File: config.mk
export PLATFORM = sky130hd
export DESIGN_NAME = stun_channel_frame_delimiter_flat
export DESIGN_NICKNAME = d
export VERILOG_FILES = /design/src/scfd_pkg.sv /design/src/scfd_channel_if.sv /design/src/stun_channel_frame_delimiter.sv /design/src/flat_wrapper.sv
export SDC_FILE = /design/constraint.sdc
export NUM_CORES = 1
export LEC_CHECK = 0
export BUFFER_PORTS_ARGS = -buffer_cell sky130_fd_sc_hd__buf_2
export CAP_MARGIN = 0
export CORE_ASPECT_RATIO = 1.25
export CORE_UTILIZATION = 61
export DETAILED_ROUTE_END_ITERATION = 12
export PLACE_DENSITY = 0.78
export SLEW_MARGIN = 30
export SYNTH_ARGS = -nofsm -noshare
export SYNTH_HDL_FRONTEND = slang
export SYNTH_SLANG_ARGS = --single-unit
File: constraint.sdc
create_clock -name clock -period 6.5 [get_ports clock]
set_input_delay 0.325 -clock clock [delete_from_list [all_inputs] [get_ports clock]]
set_output_delay 0.325 -clock clock [all_outputs]
set_load 0.03 [all_outputs]
File: src/scfd_pkg.sv
// ----------------------------------------------------------------------------
// scfd_pkg
// Shared types and constants for the STUN / ChannelData frame delimiter.
// ----------------------------------------------------------------------------
package scfd_pkg;

   // Widths of the stream and of the frame bookkeeping.
   localparam int unsigned BYTE_W    = 8;
   localparam int unsigned LEN_W     = 17;
   localparam int unsigned SIZE_W    = 16;
   localparam int unsigned HDR_W     = 48;
   localparam int unsigned COOKIE_W  = 32;

   // Protocol constants.
   localparam int unsigned CHANNEL_BIT_POS = 6;
   localparam logic [COOKIE_W-1:0] STUN_COOKIE = 32'h2112_A442;
   localparam logic [LEN_W-1:0] CHAN_HDR_LEN  = 17'd4;
   localparam logic [LEN_W-1:0] STUN_HDR_LEN  = 17'd20;
   localparam logic [LEN_W-1:0] COOKIE_END    = 17'd8;

   // Per-byte status reported with each echoed byte.
   typedef enum logic [1:0] {
      STATUS_ACCEPT = 2'd0,
      STATUS_FOUND  = 2'd1,
      STATUS_SKIP   = 2'd2
   } status_type;

   // Kind of the frame, once known.
   typedef enum logic {
      KIND_CHANNEL = 1'b0,
      KIND_STUN    = 1'b1
   } kind_type;

   // Payload of one result transaction.
   typedef struct packed {
      logic [BYTE_W-1:0] echo_byte;
      status_type        status;
      kind_type          frame_kind;
   } rsp_payload_type;

endpackage

File: src/scfd_channel_if.sv
// ----------------------------------------------------------------------------
// scfd channel interfaces
// Valid/ready channels for the incoming byte stream and the per-byte results.
// ----------------------------------------------------------------------------

// Incoming stream byte with its restart flag.
interface scfd_req_if import scfd_pkg::*; ();
   logic              valid;
   logic              ready;
   logic [BYTE_W-1:0] data_byte;
   logic              restart;

   modport source (output valid, output data_byte, output restart, input ready);
   modport sink   (input valid, input data_byte, input restart, output ready);
endinterface

// Echoed byte with its framing status.
interface scfd_rsp_if import scfd_pkg::*; ();
   logic              valid;
   logic              ready;
   logic [BYTE_W-1:0] echo_byte;
   status_type        status;
   kind_type          frame_kind;

   modport source (output valid, output echo_byte, output status, output frame_kind,
                   input ready);
   modport sink   (input valid, input echo_byte, input status, input frame_kind,
                   output ready);
endinterface

File: src/stun_channel_frame_delimiter.sv
// ----------------------------------------------------------------------------
// stun_channel_frame_delimiter
// Finds the first STUN or ChannelData frame in a TCP byte stream and tags
// every byte with accepted, frame complete, or skipped.
// ----------------------------------------------------------------------------
//
//  Port     Direction  Transaction carries
//  req_ch   in         data_byte, restart
//  rsp_ch   out        echo_byte, status, frame_kind
//
// One byte is taken per clock while req_ch.ready is high; the framing state
// is updated in the cycle the byte is taken, and its result is registered
// in the output register, or in the skid register while that one is held.
// This two-entry output stage keeps input flowing while a result is stalled;
// req_ch.ready falls only when both entries are full.
// Reset is synchronous and active high; it returns the framer to idle.
//
module stun_channel_frame_delimiter
   import scfd_pkg::*;
(
   input  logic       clock,
   input  logic       reset,
   scfd_req_if.sink   req_ch,
   scfd_rsp_if.source rsp_ch
);

   typedef enum logic [2:0] {
      PH_IDLE     = 3'd0,
      PH_HEADER   = 3'd1,
      PH_COOKIE   = 3'd2,
      PH_DATA     = 3'd3,
      PH_FINISHED = 3'd4
   } phase_type;

   // Framing state.
   phase_type         phase_ff, phase_in, phase_cur;
   logic [HDR_W-1:0]  hdr_ff, hdr_in, hdr_cur, hdr_shift;
   logic [LEN_W-1:0]  cnt_ff, cnt_in, cnt_cur, cnt_inc;
   logic [LEN_W-1:0]  len_ff, len_in, len_cur;
   kind_type          kind_ff, kind_in, kind_cur;
   status_type        status_calc;

   // Output stage.
   logic              out_valid_ff, out_valid_in;
   rsp_payload_type   out_ff, out_in;
   logic              skid_valid_ff, skid_valid_in;
   rsp_payload_type   skid_ff, skid_in;
   rsp_payload_type   new_rsp;

   logic              accept;
   logic              out_fire;

   assign req_ch.ready = ~skid_valid_ff;
   assign accept       = req_ch.valid & req_ch.ready;
   assign out_fire     = out_valid_ff & rsp_ch.ready;

   // Framing decision for the byte on the input channel.
   always_comb begin
      if (req_ch.restart) begin
         phase_cur = PH_IDLE;
         hdr_cur   = '0;
         cnt_cur   = '0;
         len_cur   = '0;
         kind_cur  = KIND_CHANNEL;
      end else begin
         phase_cur = phase_ff;
         hdr_cur   = hdr_ff;
         cnt_cur   = cnt_ff;
         len_cur   = len_ff;
         kind_cur  = kind_ff;
      end

      hdr_shift   = {hdr_cur[HDR_W-BYTE_W-1:0], req_ch.data_byte};
      cnt_inc     = cnt_cur + LEN_W'(1);

      phase_in    = phase_cur;
      hdr_in      = hdr_cur;
      cnt_in      = cnt_cur;
      len_in      = len_cur;
      kind_in     = kind_cur;
      status_calc = STATUS_SKIP;

      unique case (phase_cur)
         PH_IDLE, PH_HEADER: begin
            phase_in    = PH_HEADER;
            hdr_in      = hdr_shift;
            cnt_in      = cnt_inc;
            status_calc = STATUS_ACCEPT;
            if (cnt_inc >= CHAN_HDR_LEN) begin
               // Bit 0x40 of the first header byte marks ChannelData.
               if (hdr_shift[3*BYTE_W+CHANNEL_BIT_POS]) begin
                  kind_in = KIND_CHANNEL;
                  len_in  = CHAN_HDR_LEN + LEN_W'(hdr_shift[SIZE_W-1:0]);
                  if (cnt_inc >= len_in) begin
                     status_calc = STATUS_FOUND;
                     phase_in    = PH_FINISHED;
                  end else begin
                     phase_in = PH_DATA;
                  end
               end else begin
                  phase_in = PH_COOKIE;
               end
            end
         end
         PH_COOKIE: begin
            hdr_in      = hdr_shift;
            cnt_in      = cnt_inc;
            status_calc = STATUS_ACCEPT;
            if (cnt_inc >= COOKIE_END) begin
               if (hdr_shift[COOKIE_W-1:0] == STUN_COOKIE) begin
                  kind_in  = KIND_STUN;
                  len_in   = STUN_HDR_LEN
                           + LEN_W'(hdr_shift[COOKIE_W+SIZE_W-1:COOKIE_W]);
                  phase_in = PH_DATA;
               end else begin
                  status_calc = STATUS_SKIP;
                  phase_in    = PH_FINISHED;
               end
            end
         end
         PH_DATA: begin
            cnt_in = cnt_inc;
            if (cnt_inc >= len_cur) begin
               status_calc = STATUS_FOUND;
               phase_in    = PH_FINISHED;
            end else begin
               status_calc = STATUS_ACCEPT;
            end
         end
         default: begin
            status_calc = STATUS_SKIP;
         end
      endcase

      new_rsp.echo_byte  = req_ch.data_byte;
      new_rsp.status     = status_calc;
      new_rsp.frame_kind = kind_in;
   end

   // Output register and skid register steering.
   always_comb begin
      out_valid_in  = out_valid_ff;
      out_in        = out_ff;
      skid_valid_in = skid_valid_ff;
      skid_in       = skid_ff;
      if (!out_valid_ff || out_fire) begin
         if (skid_valid_ff) begin
            out_valid_in  = 1'b1;
            out_in        = skid_ff;
            skid_valid_in = accept;
            skid_in       = new_rsp;
         end else begin
            out_valid_in = accept;
            out_in       = new_rsp;
         end
      end else if (accept) begin
         skid_valid_in = 1'b1;
         skid_in       = new_rsp;
      end
   end

   // State and output registers.
   always_ff @(posedge clock) begin
      if (reset) begin
         phase_ff      <= PH_IDLE;
         hdr_ff        <= '0;
         cnt_ff        <= '0;
         len_ff        <= '0;
         kind_ff       <= KIND_CHANNEL;
         out_valid_ff  <= 1'b0;
         skid_valid_ff <= 1'b0;
      end else begin
         if (accept) begin
            phase_ff <= phase_in;
            hdr_ff   <= hdr_in;
            cnt_ff   <= cnt_in;
            len_ff   <= len_in;
            kind_ff  <= kind_in;
         end
         out_valid_ff  <= out_valid_in;
         skid_valid_ff <= skid_valid_in;
      end
      out_ff  <= out_in;
      skid_ff <= skid_in;
   end

   assign rsp_ch.valid      = out_valid_ff;
   assign rsp_ch.echo_byte  = out_ff.echo_byte;
   assign rsp_ch.status     = out_ff.status;
   assign rsp_ch.frame_kind = out_ff.frame_kind;

   // The skid register is only ever filled behind a held output register.
   assert property (@(posedge clock) disable iff (reset)
      skid_valid_ff |-> out_valid_ff)
      else $error("skid entry valid while output register is empty");

   // A completed frame always leaves the framer finished.
   assert property (@(posedge clock) disable iff (reset)
      (accept && status_calc == STATUS_FOUND) |=> (phase_ff == PH_FINISHED))
      else $error("frame completed without entering finished phase");

   // While payload bytes are counted, the count stays short of the frame length.
   assert property (@(posedge clock) disable iff (reset)
      (phase_ff == PH_DATA) |-> (cnt_ff < len_ff))
      else $error("byte count reached frame length in data phase");

   // Once finished, bytes are skipped until a restart.
   assert property (@(posedge clock) disable iff (reset)
      (accept && !req_ch.restart && phase_ff == PH_FINISHED)
         |=> (phase_ff == PH_FINISHED))
      else $error("framer left finished phase without restart");

endmodule
File: src/flat_wrapper.sv
// flat-port wrapper written by rule: the top's interface ports become plain ports
module stun_channel_frame_delimiter_flat import scfd_pkg::*;
  (clock, reset, req_ch_valid, req_ch_data_byte, req_ch_restart, req_ch_ready, rsp_ch_valid, rsp_ch_echo_byte, rsp_ch_status, rsp_ch_frame_kind, rsp_ch_ready);
  scfd_req_if req_ch_i ();
  scfd_rsp_if rsp_ch_i ();
  input  logic clock;
  input  logic reset;
  input wire logic [$bits(req_ch_i.valid)-1:0] req_ch_valid;
  input wire logic [$bits(req_ch_i.data_byte)-1:0] req_ch_data_byte;
  input wire logic [$bits(req_ch_i.restart)-1:0] req_ch_restart;
  output wire logic [$bits(req_ch_i.ready)-1:0] req_ch_ready;
  output wire logic [$bits(rsp_ch_i.valid)-1:0] rsp_ch_valid;
  output wire logic [$bits(rsp_ch_i.echo_byte)-1:0] rsp_ch_echo_byte;
  output wire logic [$bits(rsp_ch_i.status)-1:0] rsp_ch_status;
  output wire logic [$bits(rsp_ch_i.frame_kind)-1:0] rsp_ch_frame_kind;
  input wire logic [$bits(rsp_ch_i.ready)-1:0] rsp_ch_ready;
  assign req_ch_i.valid = req_ch_valid;
  assign req_ch_i.data_byte = req_ch_data_byte;
  assign req_ch_i.restart = req_ch_restart;
  assign req_ch_ready = req_ch_i.ready;
  assign rsp_ch_valid = rsp_ch_i.valid;
  assign rsp_ch_echo_byte = rsp_ch_i.echo_byte;
  assign rsp_ch_status = rsp_ch_i.status;
  assign rsp_ch_frame_kind = rsp_ch_i.frame_kind;
  assign rsp_ch_i.ready = rsp_ch_ready;
  stun_channel_frame_delimiter u_core (.clock(clock), .reset(reset), .req_ch(req_ch_i), .rsp_ch(rsp_ch_i));
endmodule
==> Yosys cells after proc, flatten, opt, wreduce, memory -nomap -nowiden <==
Index checks and enable logic that the tools add are counted.
{ "totals": {"reg_bits": 102, "in_bits": 13, "output_inout_bits": 13} }
{ "op_classes": {"addsub": 3, "order_cmp": 4, "n_eq_ne": 5, "muxes": 39, "bitwise_logic": 3, "n_reduce_logical": 8} }
{ "ops": {"columns": ["op", "count"], "rows": [
  ["17-bit two-way mux", 7],
  ["40-bit two-way mux", 2],
  ["11-bit two-way mux", 4],
  ["17-bit >= comparator", 2],
  ["17-bit one-hot mux with 2 select lines", 1],
  ["32-bit by 30-bit equality test with 1-bit output, second input constant", 1],
  ["3-bit two-way mux", 7],
  ["17-bit by 1-bit adder with 17-bit output, second input constant", 1],
  ["3-bit by 16-bit adder with 17-bit output, first input constant", 1],
  ["5-bit by 16-bit adder with 17-bit output, first input constant", 1],
  ["17-bit by 3-bit >= comparator with 1-bit output, second input constant", 1],
  ["17-bit by 4-bit >= comparator with 1-bit output, second input constant", 1],
  ["1-bit two-way mux", 11],
  ["3-bit one-hot mux with 3 select lines", 1],
  ["2-bit two-way mux", 4],
  ["3-bit by 2-bit equality test with 1-bit output, second input constant", 2],
  ["2-bit one-hot mux with 3 select lines", 1],
  ["4-bit OR reduction", 1],
  ["3-bit by 1-bit equality test with 1-bit output, second input constant", 1],
  ["3-bit zero test", 1],
  ["3-bit OR reduction", 1],
  ["1-bit AND", 2],
  ["2-bit by 1-bit != test with 1-bit output, second input constant", 1],
  ["1-bit one-hot mux with 2 select lines", 1],
  ["other kinds (6)", 6]
]} }

==> Longest topological paths before layout <==
{ "depth": {"ltp_word": 9, "ltp_mapped": 20, "depth_no_buf": 15} }

==> Worst setup path before layout <==
Ideal clock, no wire load.
{ "synth_path": {"path_type": "input-to-reg", "startpoint": "input port req_ch_restart", "endpoint": "register u_core.out_ff (netlist bit u_core.rsp_ch.status[0]), data pin", "setup_time_ns": 0.266, "arrival_time_ns": 4.197, "required_ns": 6.234, "slack_ns": 2.037, "stages": 20, "n_path_buf": 5, "path_cell_list": "clkbuf_1 > clkbuf_1 > buf_1 > clkbuf_1 > buf_1 > nor2b_1 > ha_1 > nand3_1 > nor3_1 > and2_1 > nand3_1 > xor2_1 > nor2_1 > ha_1 > nor2b_1 > or3_1 > a211oi_1 > a211oi_1 > nor2_1 > a2bb2oi_1"} }
{ "synth_via": {"elab_chain_len": 8, "word_cells_on_any_way": 22, "classes_between": "add/sub (2); order compare (4); eq/ne (3); mux (11); reduce/logical (2)"} }
{ "synth_rtl": {"columns": ["element", "line", "text"], "rows": [
  ["from (decl)", "flat_wrapper.sv:10", "input wire logic [$bits(req_ch_i.restart)-1:0] req_ch_restart;"],
  ["17-bit two-way mux or 40-bit two-way mux (tied branches)", "stun_channel_frame_delimiter.sv:59", "if (req_ch.restart) begin"],
  ["17-bit by 1-bit adder with 17-bit output or 3-bit by 16-bit adder with 17-bit output (tied branches)", "stun_channel_frame_delimiter.sv:74, stun_channel_frame_delimiter.sv:93", null],
  ["17-bit >= comparator", "stun_channel_frame_delimiter.sv:94", "if (cnt_inc >= len_in) begin"],
  ["1-bit two-way mux", "stun_channel_frame_delimiter.sv:94", null],
  ["2-bit two-way mux", "stun_channel_frame_delimiter.sv:91", "if (hdr_shift[3*BYTE_W+CHANNEL_BIT_POS]) begin"],
  ["2-bit two-way mux", "stun_channel_frame_delimiter.sv:89", "if (cnt_inc >= CHAN_HDR_LEN) begin"],
  ["2-bit one-hot mux with 3 select lines *", "stun_channel_frame_delimiter.sv:83", "unique case (phase_cur)"],
  ["11-bit two-way mux *", "stun_channel_frame_delimiter.sv:147", "if (skid_valid_ff) begin"],
  ["to (signal assigned)", "stun_channel_frame_delimiter.sv:183", "out_ff <= out_in;"],
  ["to (decl)", "stun_channel_frame_delimiter.sv:45", "rsp_payload_type out_ff, out_in;"]
]} }
Every way passes the cells marked *; elsewhere a longest branch is shown, timed or not.
A chain may end at the register's enable or synchronous reset.

==> Worst setup path in the final report <==
{ "layout_path": {"startpoint": "register u_core.cnt_ff[0]", "endpoint": "register u_core.len_ff[16]"} }
{ "layout_via": {"elab_chain_len": 5, "word_cells_on_any_way": 7, "classes_between": "add/sub (1); order compare (2); mux (4)"} }
{ "layout_rtl": {"columns": ["element", "line", "text"], "rows": [
  ["from (decl)", "stun_channel_frame_delimiter.sv:38", "logic [LEN_W-1:0] cnt_ff, cnt_in, cnt_cur, cnt_inc;"],
  ["from (signal assigned)", "stun_channel_frame_delimiter.sv:176", "cnt_ff <= cnt_in;"],
  ["17-bit two-way mux *", "stun_channel_frame_delimiter.sv:59", null],
  ["17-bit by 1-bit adder with 17-bit output *", "stun_channel_frame_delimiter.sv:74", "cnt_inc = cnt_cur + LEN_W'(1);"],
  ["17-bit by 4-bit >= comparator with 1-bit output or 17-bit by 3-bit >= comparator with 1-bit output (tied branches)", "stun_channel_frame_delimiter.sv:109, stun_channel_frame_delimiter.sv:89", null],
  ["17-bit two-way mux, on equally long branches", "stun_channel_frame_delimiter.sv:109, stun_channel_frame_delimiter.sv:89", null],
  ["17-bit one-hot mux with 2 select lines *", "stun_channel_frame_delimiter.sv:83", null],
  ["to (signal assigned)", "stun_channel_frame_delimiter.sv:177", "len_ff <= len_in;"],
  ["to (decl)", "stun_channel_frame_delimiter.sv:39", "logic [LEN_W-1:0] len_ff, len_in, len_cur;"]
]} }
Marks and branches as above.

==> summary.txt <==
Timing
  – Fin Hold WS: 223 ps
  – Min Tclk post-route: around 4300 ps
  – Slew at the pin with the worst max-slew slack: approximately 900 ps
  – Max Freq: 0.231 GHz
  – Slew headroom: approximately two fifths
  – Fin. Hold Viols: 0
  – Setup TNS: 0 ps
  – Worst Clk Skew: between 9 and 10 ps
  – Setup violators final: 0
  – Unrepaired setup endpoints after global routing: false
  – Fin. max-slew vios: 0
  – Period utilisation layout: about two thirds
  – Final worst slack: 2170 ps

Finish
  – Ant diodes: 0
  – Layout fillers: roughly 850
  – P&R area growth vs syn: 6.61%
  – Finished Layout Cells: between 900 and 1k
  – Layout Nets: 836
  – Layout cells sized above 1: 9.08%

Floorplan
  – Initial Util: roughly 63%
  – Floorplan row count: roughly 40
  – CORE AREA: between 10000 and 15000 um2
  – Die Ht: 117 um
  – Die width: 93.7 um
  – Boundary Pins: 26
  – Full die area: about 11000 um2

Clocking
  – Post-CTS resize count: 0
  – Cts bufs inserted: 9
  – Sink Count: about 100
  – CTS tree: done
  – Hold_buf cts: 0
  – Htree depth: 3
  – Setup Fix Bufs, Post-CTS: 0
  – Later-pin clock latency in the skew report: about 360 ps
  – Clock root buffer: clkbuf_16
  – Clock Pin Slew Worst Setup and Hold Paths: about 80 ps
  – CTS max path bufs: 2

Setup path
  – Crit path max-delay family: simple AND/OR/NAND/NOR gates
  – Critical setup path kind: flip-flop to flip-flop
  – Arr. time, crit path: between 4000 and 5000 ps
  – Worst-path maximum fanout: 14
  – Crit end category: flip-flop
  – CP Buf/Inv Count: 0
  – Crit path largest cell delay: roughly 700 ps
  – Flop2flop setup slack: between 2000 and 2500 ps
  – Critical Path RT: between 6000 and 7000 ps
  – Startpoint Class: flip-flop
  – Critical path's slowest cell: a211oi_2
  – CP Cell Sequence: nor2b_1 -> ha_1 -> nand3_1 -> nor3_2 -> xnor2_1 -> or4b_4 -> a211oi_2 -> nor3_1 -> a311o_1 -> a311oi_2

Synth
  – Async SR Flop Fraction: 0%
  – Yosys reg bits: between 100 and 150
  – Syn_nets: 843
  – Main synth FF type: dfxtp_1
  – Cell taking the most area after synthesis: dfxtp_1
  – Synth unique cells: 72
  – Post-synth top cells: 132 x nand2_1, 80 x dfxtp_1, 75 x a21oi_1, 52 x nor2_1, 43 x nand3_1
  – Area contributors post-synth: dfxtp_1 25%, edfxtp_1 10%, nand2_1 7.7%
  – Area share of the largest cell type after synthesis: 25.0%
  – Seq/Total Area, Yosys: 35.3%
  – Yosys warns: 0
  – Most frequent cell after synthesis: nand2_1
  – Synth Cell Area: 6420 um2
  – Cells after Synth: between 700 and 800
  – Post-synth EDFFs: 22
  – Synthesized area per cell: between 8 and 9 um2

Power and ir drop
  – P_leak: ~2.5 nW
  – Power per cell area: about 200 nW/um2
  – Overall Power: 0.00137 W
  – Max VDD drop: ~0.00014 V

Place
  – Port Buffer Count: 25
  – DP Worst Slack: between 2000 and 2500 ps
  – Post-DP HPWL: 13.3 mm
  – Routability Congestion: ~1
  – Inst Count DP: slightly above 900

Route
  – Post-route DRC: 0
  – Via count: a little over 6k
  – WL/cell: 19.8 um
  – Antenna-violating nets left: 0
  – First-pass iteration count of the detailed router: 5
  – Vias per cell: roughly 6.6
  – 1st-iter DRT viols: a little over 500
  – Routed wire length: around 18 mm

Global routing
  – Antenna violations before repair: 0
  – GRT Overall Usage: 35.2%
  – Vias in the first global route: about 5.7k
  – Pin count of the biggest net entering global routing: 76
  – Global route overflow: 0
  – First-pass GRT wire length: 29.2 mm

Run
  – Max cap viols: 0

Outcome
  – Status: finished, final reports clean

Hold path
  – Tightest Hold Check Type: primary input to flip-flop
cell usage in the layout (no fill, tap or decap), types with 5 or more instances in the layout:
| cell type | netlist | routed |
|---|---|---|
| inv_1 | 21 | 21 |
| or3_1 | 7 | 7 |
| xnor2_1 | 22 | 22 |
| o22ai_1 | 11 | 11 |
| mux2_2 | 7 | 7 |
| nand3_1 | 43 | 43 |
| nand4_1 | 15 | 15 |
| o21ai_0 | 23 | 23 |
| edfxtp_1 | 22 | 22 |
| ha_1 | 35 | 35 |
| a22o_1 | 10 | 10 |
| nor4b_1 | 5 | 5 |
| a21oi_1 | 75 | 75 |
| o31ai_1 | 6 | 6 |
| dfxtp_1 | 80 | 80 |
| nand2b_1 | 9 | 9 |
| a211oi_1 | 7 | 7 |
| xor2_1 | 18 | 18 |
| buf_4 | 3 | 8 |
| a21o_1 | 8 | 8 |
| buf_2 | 3 | 25 |
| nand2_1 | 132 | 132 |
| nor3_1 | 19 | 19 |
| nor4_1 | 10 | 10 |
| a22oi_1 | 5 | 5 |
| nor2b_1 | 20 | 20 |
| nor2_1 | 52 | 51 |
| and3_1 | 6 | 6 |
| clkbuf_16 | 0 | 9 |
through the flow:
stage / util, % / cell area [um2]
final: 67.4 / 6840
after global routing: 67.4 / 6840
after CTS: 67.4 / 6840
after detailed placement: 64.5 / 6550
after global placement: 64.5 / 6550
after floorplan: - / 6420
logic make-up (layout without fill, tap and decap cells):
group | Yosys count | count (layout) | share of synthesized area [%]
AO/OA/AOI/OAI | 190 | 190 | 19.5
XOR/XNOR | 40 | 40 | 5.46
adder cells (fa/ha/maj) | 35 | 35 | 6.82
buffers and inverters | 72 | 70 | 4.68
flip-flops | 102 | 102 | 35.3
multiplexers | 11 | 11 | 1.85
AND/OR/NAND/NOR | 345 | 345 | 26.4
power breakdown:
group	switching, W	leakage [nW]	total (W)	internal [W]
registers	0.0000170	0.866	0.000681	0.000664
clock network	0.000264	0.145	0.000534	0.000269
logic	0.000111	1.45	0.000158	0.0000466
area by class of cell:
| cell class | count | area (um2) | area share [%] |
|---|---|---|---|
| multi-input combinational | 621 | 3860 | 56.4 |
| timing repair buffer | 33 | 185 | 2.71 |
| tap | 129 | 161 | 2.36 |
| clock buffer | 9 | 225 | 3.29 |
| sequential | 102 | 2260 | 33.1 |
| clock inverter | 7 | 67.6 | 0.988 |
| inverter | 21 | 78.8 | 1.15 |
final timing paths:
check	from	end	cells past startpoint
max	u_core.cnt_ff[0]$_SDFFE_PP0P_	u_core.len_ff[16]$_SDFFE_PP0P_	10
min	req_ch_data_byte[1]	u_core.skid_ff[4]$_DFFE_PP_	1
min reg2reg	u_core.hdr_ff[25]$_SDFFE_PP0P_	u_core.hdr_ff[25]$_SDFFE_PP0P_	2
max reg2reg	u_core.cnt_ff[0]$_SDFFE_PP0P_	u_core.len_ff[16]$_SDFFE_PP0P_	10
state kept, by name (all words and copies together), names as in the netlist, 2 cells and up:
signal / cells
u_core.cnt_ff: 17
u_core.hdr_ff: 40
u_core.skid_ff: 11
u_core.rsp_ch.echo_byte: 8
u_core.phase_ff: 3
u_core.rsp_ch.status: 2
u_core.len_ff: 17
metal layers:
| layer | track usage [%] | routed length [um] | up-vias | share of wire, % |
|---|---|---|---|---|
| li1 | - | - | 2869 | - |
| met1 | 43.1 | 7410 | 2881 | 41 |
| met2 | 58.8 | 8930 | 280 | 49 |
| met3 | 5.53 | 1190 | 57 | 6.5 |
| met4 | 19.8 | 754 | 0 | 4.1 |
| met5 | 0 | 0 | - | 0 |
(Power assumes the default switching activity.)
